===== src/ttw_pkg.sv =====
// Shared types and constants of the twiddled texture writer.
`default_nettype none
package ttw_pkg;

	// Widths fixed by the register and stream formats
	localparam int ADDR_W       = 24;
	localparam int TEXEL_W      = 8;
	localparam int DATA_W       = 16;
	localparam int SIZE_W       = 4;
	localparam int BITS_W       = 6;
	localparam int CFG_IDX_W    = 2;
	localparam int CFG_DATA_W   = 24;

	// Defaults and limits
	localparam int MAX_EDGE_DEF = 1024;
	localparam int Q_DEPTH      = 4;

	localparam logic [SIZE_W-1:0] SIZE_MIN     = 4'd3;
	localparam logic [SIZE_W-1:0] SIZE_RESET   = 4'd3;
	localparam logic [BITS_W-1:0] TEXEL_BITS_8 = 6'd8;

	// Configuration register indexes
	localparam logic [CFG_IDX_W-1:0] REG_BASE = 2'd0;
	localparam logic [CFG_IDX_W-1:0] REG_SIZE = 2'd1;
	localparam logic [CFG_IDX_W-1:0] REG_BITS = 2'd2;

	// What the back end does with a queued request
	typedef enum logic [1:0] {
		OP_STORE,
		OP_WRITE,
		OP_ERROR
	} ttw_op_t;

	typedef struct packed {
		ttw_op_t op;
		logic    last;
	} ttw_ctl_t;

endpackage
`default_nettype wire


===== src/ttw_queue.sv =====
// Short FIFO between front end and back end.
`default_nettype none
module ttw_queue #(
	parameter int Width = 8
) (
	input  wire logic             clk,
	input  wire logic             arst_n,
	input  wire logic             push,
	input  wire logic [Width-1:0] din,
	input  wire logic             pop,
	output      logic [Width-1:0] dout,
	output      logic             full,
	output      logic             empty
);
	import ttw_pkg::*;

	localparam int QAW = $clog2(Q_DEPTH);

	logic [Width-1:0] slot_q [Q_DEPTH];
	logic [QAW-1:0]   wr_ptr_q;
	logic [QAW-1:0]   rd_ptr_q;
	logic [QAW:0]     count_q;

	assign full  = (count_q == (QAW+1)'(Q_DEPTH));
	assign empty = (count_q == '0);
	assign dout  = slot_q[rd_ptr_q];

	// storage
	always_ff @(posedge clk) begin
		if (push) begin
			slot_q[wr_ptr_q] <= din;
		end
	end

	// pointers and fill count
	always_ff @(posedge clk or negedge arst_n) begin
		if (!arst_n) begin
			wr_ptr_q <= '0;
			rd_ptr_q <= '0;
			count_q  <= '0;
		end else begin
			if (push) begin
				wr_ptr_q <= wr_ptr_q + 1'b1;
			end
			if (pop) begin
				rd_ptr_q <= rd_ptr_q + 1'b1;
			end
			case ({push, pop})
				2'b10:   count_q <= count_q + 1'b1;
				2'b01:   count_q <= count_q - 1'b1;
				default: count_q <= count_q;
			endcase
		end
	end

endmodule
`default_nettype wire


===== config.mk =====
export PLATFORM = sky130hd
export DESIGN_NAME = ttw_queue
export DESIGN_NICKNAME = d
export VERILOG_FILES = /design/src/ttw_pkg.sv /design/src/ttw_queue.sv
export SDC_FILE = /design/constraint.sdc
export NUM_CORES = 1
export LEC_CHECK = 0
export BUFFER_PORTS_ARGS = -buffer_cell sky130_fd_sc_hd__buf_2
export CORE_MARGIN = 3
export CORE_UTILIZATION = 30
export DETAILED_ROUTE_END_ITERATION = 12
export SYNTH_ARGS = -nofsm -noshare
export SYNTH_HDL_FRONTEND = slang
export SYNTH_SLANG_ARGS = --single-unit

===== constraint.sdc =====
create_clock -name clk -period 1.7 [get_ports clk]
set_input_delay 0.255 -clock clk [delete_from_list [all_inputs] [get_ports clk]]
set_output_delay 0.255 -clock clk [all_outputs]
set_load 0.03 [all_outputs]

==> impl_metrics.ini <==
[status]
status = finished, violations left
violations = negative setup slack

[critical_path]
rrSetupSlack_ns = 0.26
path_class = reg2out
end_kind = output port
slowest_stage = mux4_2
timing.rr.end = slot_q[2][3]
critPathLaunchType = register
arrival_ns = 1.53
critical_path_peak_fanout = 7
rr_worst_depth = 3
cp.required_ns = 1.44
cpPeakStageDelay_ns = 0.52
worstPathCellList = buf_12 -> mux4_2 -> buf_6
timing.rr.start = wr_ptr_q[0]

[route]
routed_wl_mm = 2.69
vias = 776
drtIter0Drc = 23
drc = 0
postRouteAntennaNets = 0
dr.pass1.iters = 4
post_drt_wl_per_cell_um = 15.1
avgViaCountPerCell = 4.36

[synthesis]
synth_top_area_share_pct = 61.9
synth_area_leaders = edfxtp_1 (62%), mux4_2 (12%), dfrtp_1 (11%), ha_1 (4.0%), xor2_1 (2.3%)
synthFlopType = edfxtp_1
synth_compound_area_share_pct = 0.645
yosysWarnings = 0
synthCells = 79
yosys.area_share.simple_pct = 3.31
yosysTopAreaCell = edfxtp_1
synth_area_sq_mm = 0.00155
ys_seq_area_share_pct = 73.2
synthAdderAreaFrac_pct = 5.32
syn_area_per_cell_sq_um = 19.6
synth_common_cells = edfxtp_1 (32), mux4_2 (8), dfrtp_1 (7)
synthMuxAreaShare_pct = 11.6
synth-edff-count = 32
synth_seq_cells = 39
ys_types = 16
syn_nets = 97
synth.most_common_cell = edfxtp_1
async_flop_share_pct = 17.9
synth_xor_area_share_pct = 3.39
synth_top_family_by_area = multiplexers

[place]
placed_area_sq_mm = 0.00176
dp_hpwl_mm = 1.91
dp_slack_ns = 0.110
post-place-cells = 168
gp_congestion = 0.657
io_buffers = 21

[floorplanning]
die-area_sq_mm = 0.00607
coreArea_sq_mm = 0.00485
io_pins = 22
rows = 25
fp.dieW_um = 77.9
die_h_um = 77.9
initial_utilization_pct = 32.0

[clock_tree]
htreeDepth = 2
clockBufferDepth = 2
clk_pin_slew_ns = 0.07
numCtsBuffers = 5
clock_latency_ns = 0.29
cts_root_buffer = clkbuf_8
cts_sinks = 39
cts_tree = done

[timing]
fmax_ghz = 0.561
fin_crit_sh_pct = 105
rsz0062_at_grt = yes
finalSetupViolCount = 8
slew_headroom_pct = 67.5
worst_clock_skew_ns = 0.00483
final.setup.tns_ns = -0.512
worst_pin_slew_ns = 0.488
setup_ws_ns = -0.0821
slew_viol_final = 0
hold_viol_final = 0
min_period_ns = 1.78

[hold_path]
hold_depth = 1
holdPathEnd = slot_q[3][5]
min_path_type = in2reg
worstHoldStart = din[5]

[grt]
grtUsageTotal_pct = 9.73
antenna_found_initial = 0
grt_overflow = 0
grt_max_degree = 13
first_global_vias = 921
grt_pass1_wl_mm = 4.33

[cells_and_area]
instances_no_fill = 178
fin_nets = 128
drive_gt1_share_pct = 35.1
area_delta_synth_final_pct = 23.4
fin_area_sq_mm = 0.00191
diodes = 0

[pwr]
p_leak_uw = 0.000722
pwr_density_cell_mw_per_mm2 = 1760
power.total_uw = 3370
vdd_drop_max_v = 0.000822

[run]
drv_cap = 0
repair_timing:
item | in CTS | in global routing
setup endpoints to repair | 8 | 8
hold endpoints to repair | 7 | 0
gates resized for setup | 17 | 0
hold buffers | 1 | 0
buffers inserted | 1 | 0
pin swaps | 0 | 0
state kept, by name, summed over array words and instances, names as in the netlist:
signal / count
slot_q: 32
rd_ptr_q: 2
count_q: 3
wr_ptr_q: 2
stage by stage:
step | hold WS (ns) | utilization (%)
final | 0.180 | 39.5
after detailed placement | 0.101 | 36.3
after global routing | 0.179 | 39.5
after CTS | 0.173 | 39.5
after global placement | 0.0981 | 36.3
after floorplan | -0.0406 | -
power by group:
part	total, uW	switching [uW]	internal [uW]	leakage, uW
registers	1430	152	1280	0.000377
clock network	579	301	278	0.0000392
logic	1360	703	658	0.000307
layout make-up:
class / count / area, sq um
clock buffers: 5 / 68.8
clock inverters: 3 / 15.0
fillers: 460 / 2930
inverters: 6 / 22.5
multi-input cells: 32 / 377
flip-flops and latches: 39 / 1140
well taps: 67 / 83.8
repair buffers: 26 / 211
cells by family after synthesis:
| family | Yosys count |
|---|---|
| flops | 39 |
| simple gates | 10 |
| buf+inv | 8 |
| mux | 8 |
| xor+xnor | 6 |
| fa+ha+maj | 6 |
| compound gates | 2 |
layer usage:
metal  GRT usage (%)  wire (um)
met5               0          0
met4            4.72         44
met3            3.25        144
met2            17.3       1400
met1            10.3       1100
worst max path at each step:
| stage | start | to | slack (ns) | cells after the start |
|---|---|---|---|---|
| after global placement | push | count_q[2] | 0.19 | 8 |
| after detailed placement | push | count_q[2] | 0.11 | 8 |
| after global routing | rd_ptr_q[0] | dout[0] | -0.13 | 3 |
| final | rd_ptr_q[0] | dout[0] | -0.08 | 3 |
| after floorplan | count_q[0] | empty | 0.35 | 1 |
| after CTS | rd_ptr_q[0] | dout[0] | -0.10 | 3 |
placed cells by master (no fill, tap or decap):
cell type	netlist	routed
xnor2_1	2	2
nor2_1	1	1
nand2_1	3	3
clkbuf_8	0	5
xor2_1	4	4
fa_1	1	1
and3_1	1	1
dlygate4sd3_1	0	1
mux4_2	8	8
buf_4	0	2
ha_1	5	5
buf_12	0	1
buf_2	1	13
inv_1	6	6
dfrtp_1	7	7
nor3_1	1	1
clkinv_1	0	2
clkinvlp_4	0	1
edfxtp_1	32	32
o21ai_0	2	2
buf_6	1	9
and2_1	4	4
critical path: cells and delay by family, from the launching register on:
kind / cells / cell delay (ns)
muxes: 1 / 0.52
DFF: 1 / 0.41
buffers and inverters: 2 / 0.31
Note: power is estimated with default switching activity, not from simulation.
