**src/ttw_pkg.sv**
```systemverilog
// Shared types and constants of the twiddled texture writer.
`default_nettype none
package ttw_pkg;

	// Widths fixed by the register and stream formats
	localparam int ADDR_W       = 24;
	localparam int TEXEL_W      = 8;
	localparam int DATA_W       = 16;
	localparam int SIZE_W       = 4;
	localparam int BITS_W       = 6;
	localparam int CFG_IDX_W    = 2;
	localparam int CFG_DATA_W   = 24;

	// Defaults and limits
	localparam int MAX_EDGE_DEF = 1024;
	localparam int Q_DEPTH      = 4;

	localparam logic [SIZE_W-1:0] SIZE_MIN     = 4'd3;
	localparam logic [SIZE_W-1:0] SIZE_RESET   = 4'd3;
	localparam logic [BITS_W-1:0] TEXEL_BITS_8 = 6'd8;

	// Configuration register indexes
	localparam logic [CFG_IDX_W-1:0] REG_BASE = 2'd0;
	localparam logic [CFG_IDX_W-1:0] REG_SIZE = 2'd1;
	localparam logic [CFG_IDX_W-1:0] REG_BITS = 2'd2;

	// What the back end does with a queued request
	typedef enum logic [1:0] {
		OP_STORE,
		OP_WRITE,
		OP_ERROR
	} ttw_op_t;

	typedef struct packed {
		ttw_op_t op;
		logic    last;
	} ttw_ctl_t;

endpackage
`default_nettype wire

```
**src/ttw_front.sv**
```systemverilog
// Front end: config registers, texel position counters, Morton address.
`default_nettype none
module ttw_front #(
	parameter int MaxEdge = ttw_pkg::MAX_EDGE_DEF
) (
	input  wire logic                                 clk,
	input  wire logic                                 arst_n,
	input  wire logic                                 cfg_we,
	input  wire logic [ttw_pkg::CFG_IDX_W-1:0]        cfg_index,
	input  wire logic [ttw_pkg::CFG_DATA_W-1:0]       cfg_data,
	input  wire logic                                 in_valid,
	input  wire logic                                 room,
	input  wire logic [ttw_pkg::TEXEL_W-1:0]          texel,
	output      logic                                 push,
	output      ttw_pkg::ttw_ctl_t                    ctl,
	output      logic [$clog2(MaxEdge+1)-2:0]         col_out,
	output      logic [ttw_pkg::TEXEL_W-1:0]          texel_out,
	output      logic [ttw_pkg::ADDR_W-1:0]           addr_out
);
	import ttw_pkg::*;

	// counter width: largest supported edge is a power of two within MaxEdge
	localparam int CW = $clog2(MaxEdge+1) - 1;
	localparam int MW = 2 * CW;
	localparam logic [CW-1:0] ONES = {CW{1'b1}};

	logic [ADDR_W-1:0] base_q;
	logic [SIZE_W-1:0] size_log2_q;
	logic [BITS_W-1:0] texel_bits_q;
	logic [CW-1:0]     column_q;
	logic [CW-1:0]     row_q;

	logic          cfg_ok;
	logic [CW-1:0] mask;
	logic [CW-1:0] col;
	logic [CW-1:0] row;
	logic          col_end;
	logic          row_end;
	logic [MW-1:0] morton;

	// config registers
	always_ff @(posedge clk or negedge arst_n) begin
		if (!arst_n) begin
			base_q       <= '0;
			size_log2_q  <= SIZE_RESET;
			texel_bits_q <= TEXEL_BITS_8;
		end else if (cfg_we) begin
			unique case (cfg_index)
				REG_BASE: base_q       <= cfg_data[ADDR_W-1:0];
				REG_SIZE: size_log2_q  <= cfg_data[SIZE_W-1:0];
				REG_BITS: texel_bits_q <= cfg_data[BITS_W-1:0];
				default:  ;
			endcase
		end
	end

	// classify and position
	assign cfg_ok  = (size_log2_q >= SIZE_MIN) && (size_log2_q <= SIZE_W'(CW)) &&
	                 (texel_bits_q == TEXEL_BITS_8);
	assign mask    = ~(ONES << size_log2_q);
	assign col     = column_q & mask;
	assign row     = row_q & mask;
	assign col_end = (col == mask);
	assign row_end = (row == mask);
	assign push    = in_valid && room;

	// Morton index: column on even bits, row pair on odd bits
	always_comb begin
		morton = '0;
		for (int i = 0; i < CW; i++) begin
			morton[2*i] = col[i];
		end
		for (int i = 0; i < CW-1; i++) begin
			morton[2*i+1] = row[i+1];
		end
	end

	// queue request
	always_comb begin
		ctl       = '{op: OP_ERROR, last: 1'b0};
		col_out   = '0;
		texel_out = '0;
		addr_out  = '0;
		if (cfg_ok) begin
			col_out   = col;
			texel_out = texel;
			addr_out  = base_q + ADDR_W'({morton, 1'b0});
			ctl.op    = row[0] ? OP_WRITE : OP_STORE;
			ctl.last  = row[0] && row_end && col_end;
		end
	end

	// position counters
	always_ff @(posedge clk or negedge arst_n) begin
		if (!arst_n) begin
			column_q <= '0;
			row_q    <= '0;
		end else if (push && cfg_ok) begin
			if (col_end) begin
				column_q <= '0;
				row_q    <= row_end ? '0 : row + 1'b1;
			end else begin
				column_q <= col + 1'b1;
				row_q    <= row;
			end
		end
	end

`ifndef ASSERT_OFF
	a_last_wraps: assert property (@(posedge clk) disable iff (!arst_n)
		push && ctl.op == OP_WRITE && ctl.last |=> column_q == '0 && row_q == '0)
		else $error("counters not cleared after final write");

	a_error_holds: assert property (@(posedge clk) disable iff (!arst_n)
		push && ctl.op == OP_ERROR |=> $stable(column_q) && $stable(row_q))
		else $error("counters moved on unsupported config");

	a_addr_parity: assert property (@(posedge clk) disable iff (!arst_n)
		push && ctl.op == OP_WRITE |-> addr_out[0] == base_q[0])
		else $error("write address not word aligned to base");
`endif

endmodule
`default_nettype wire

```
**config.mk**
```make
export PLATFORM = sky130hd
export DESIGN_NAME = ttw_front
export DESIGN_NICKNAME = d
export VERILOG_FILES = /design/src/ttw_pkg.sv /design/src/ttw_front.sv
export SDC_FILE = /design/constraint.sdc
export NUM_CORES = 1
export LEC_CHECK = 0
export BUFFER_PORTS_ARGS = -buffer_cell sky130_fd_sc_hd__buf_2
export CORE_MARGIN = 4
export CORE_UTILIZATION = 40
export CTS_CLUSTER_SIZE = 14
export DETAILED_ROUTE_END_ITERATION = 12
export PLACE_DENSITY = 0.69
export SYNTH_ARGS = -nofsm -noshare
export SYNTH_HDL_FRONTEND = slang
export SYNTH_SLANG_ARGS = --single-unit
```
**constraint.sdc**
```tcl
create_clock -name clk -period 4.4 [get_ports clk]
set_input_delay 0.88 -clock clk [delete_from_list [all_inputs] [get_ports clk]]
set_output_delay 0.88 -clock clk [all_outputs]
set_load 0.02 [all_outputs]
```
==> metrics.csv <==
metric;value;unit
final WL;13.1;mm
average instance area after synthesis;8.41;um2
Fin. Hold Viols;0;
share of layout cells above drive strength 1;0.305;
CTS tree;yes;
cell count after synthesis;527;
Core ar.;10800;um2
average vias per placed instance;5.86;
Routed Antenna Nets;0;
Slew @ Worst Pin;924;ps
Setup CP Type;reg -> out;
CTS H-tree lvls;2;
vias in the first global route;4279;
Post-synth EDFFs;0;
critical path required time;3520;ps
Routability Congestion;0.886;
Final Cell Area;5260;um2
CP arrival;3420;ps
DR vias;4398;
CTS clk-pin slew, worst paths;120;ps
P&R area growth vs syn;18.6;%
Seq cells post-synth;54;
CP delay by family, top;compound AO/OA/AOI/OAI gates;
final setup violation count;0;
clk buf depth;2;
clock latency on the worst-skew pair;320;ps
CP Cell Sequence;or2_4, and2_1, ha_1, a21o_1, and2_1, a2111o_1, a32oi_4, o21bai_1, a211oi_2, xor2_1, nor2_1, buf_2;
type of origin of the critical path;flip-flop;
Setup WS pre-CTS;256;ps
Placed Cells;732;
hold crit path type;reg -> reg;
min Tclk post-route;4300;ps
Placement Rows;38;
predominant post-synthesis flop cell;dfrtp_1;
Max Slew Vio Count;0;
root buf cell;clkbuf_8;
pwr dens;307;nW/um2
slew margin rel.;0.382;
DRC violations left;0;
clock buffer count from CTS;5;
IO Count;85;
GRT Total Usage;0.203;
Leakage Power;2.44;nW
Max Fclk;233;MHz
peak supply drop;0.180;mV
Setup Skew;14.8;ps
Die Y-Extent;113;um
fin crit share;0.977;
initial core utilization;0.409;
Final TNS setup;0;ps
Ant. Diodes;0;
drt wl/cell;17.4;um
Num Clock Sinks;54;
commonest non-fill, non-tap cells in the layout;81 x buf_2, 55 x nand2_1, 51 x dfrtp_1;
Max-cap violations;0;
post-synthesis cell area;4430;um2
Detailed Route Iter0 Violations;407;
DRT Pass-1 Iters;5;
gr ovfl total;0;
status;complete, no violations;
nets;663;
most common library cell in the layout ignoring fill and taps;buf_2;
post-synthesis cell type count;78;
Die X-Extent;113;um
post-synth net total;581;
final worst slack;101;ps
area of the die;12800;um2
CP most frequent cell;and2_1;
HPWL Detailed;9.76;mm
RSZ-0062 raised after global routing;true;
Cell Area, Placed;4980;um2
pin count of the biggest net entering global routing;55;
Filler cells;1043;
hold slack;523;ps
Crit. End Element;output port;
asr flop ratio synth;1.00;
Seq/Total Area, Yosys;0.306;
Slowest-stage cell, CP;dfrtp_1;
Buffers & Inverters on Critical Path;1;
final std cells w/o fill;750;
first-pass GRT wire length;21.6;mm
Max FO, Critical Path;6;
Ys Warns;0;
crit-path max cell delay;410;ps
# port buffers;84;
antenna violations before repair;0;
-- final cells by class --
cell class                 count  area [um2]  share of cell area
tap                          140         175              0.0333
clock buffer                   5        68.8              0.0131
timing repair buffer         106         591               0.112
multi-input combinational    424        2970               0.565
sequential                    54        1360               0.258
clock inverter                 3        26.3             0.00500
inverter                      18        67.6              0.0128
-- worst paths after layout --
check	cells past startpoint	slack (ps)	startpoint	endpoint
setup reg to reg	10	1270	size_log2_q[1]$_DFFE_PN1P_	column_q[6]$_DFFE_PN0P_
setup / recovery	12	100	size_log2_q[2]$_DFFE_PN0P_	addr_out[16]
hold reg to reg	1	520	base_q[0]$_DFFE_PN0P_	base_q[0]$_DFFE_PN0P_
max in group asynchronous	2	3240	arst_n	base_q[19]$_DFFE_PN0P_
min in group asynchronous	2	680	arst_n	base_q[9]$_DFFE_PN0P_
hold / removal	1	520	base_q[0]$_DFFE_PN0P_	base_q[0]$_DFFE_PN0P_
-- sequential cells by signal, summed over array words and instances (netlist names) --
name / flops
base_q: 24
column_q: 10
row_q: 10
texel_bits_q: 6
size_log2_q: 4
-- report_power, final --
| part | leakage, nW | switching [mW] | internal, mW |
|---|---|---|---|
| Combinational | 1.73 | 0.371 | 0.281 |
| Clock | 0.0495 | 0.194 | 0.119 |
| Sequential | 0.658 | 0.0783 | 0.568 |
| Total | 2.44 | 0.644 | 0.968 |
-- cells in the mapped netlist (all sizes together), types with 8 or more instances --
library cell  count  area, um2
nand2            55        206
dfrtp            51       1280
o21ai            45        225
nor2             42        160
mux2             31        349
and2             29        181
a21oi            27        135
nand3            21        105
clkbuf           20       75.1
xnor2            20        175
inv              16       60.1
ha               14        175
a21o             11       82.6
buf              11       72.6
xor2             10       87.6
a31oi             8       56.3
nand2b            8       50.1
nor3              8       51.3
-- cell families after synthesis --
group	synth area share
buffers and inverters	0.0485
AO/OA/AOI/OAI	0.217
XOR/XNOR	0.0593
AND/OR/NAND/NOR	0.235
adder cells (fa/ha/maj)	0.0511
multiplexers	0.0832
flip-flops	0.306
-- worst register-to-register path, stage by stage (launching register included) --
cell and delay (ps):
dfstp_4 700, buf_4 140, a21oi_1 100, xnor2_1 220
and4_1 250, buf_4 250, nand2_1 580, or3_1 560
o21ai_0 100, nand2_1 70, o21ai_1 70
-- per-layer routing --
| metal | share of wire | global-route usage |
|---|---|---|
| met5 | 0 | 0 |
| met4 | 0.014 | 0.0417 |
| met3 | 0.070 | 0.0267 |
| met2 | 0.49 | 0.343 |
| met1 | 0.43 | 0.280 |
-- stage by stage --
step                       util  power [mW]
after detailed placement  0.459        1.24
after global routing      0.485        1.72
after CTS                 0.468        1.55
final                     0.485        1.61
after global placement    0.459        1.23
after floorplan               -        1.08
-- timing repair --
item,CTS,global route
hold buffers,0,0
resized for setup,2,24
endpoints found under the setup margin,9,11
buffers inserted,0,11
pin swaps,1,10
Power figures use the tool's default switching activity.
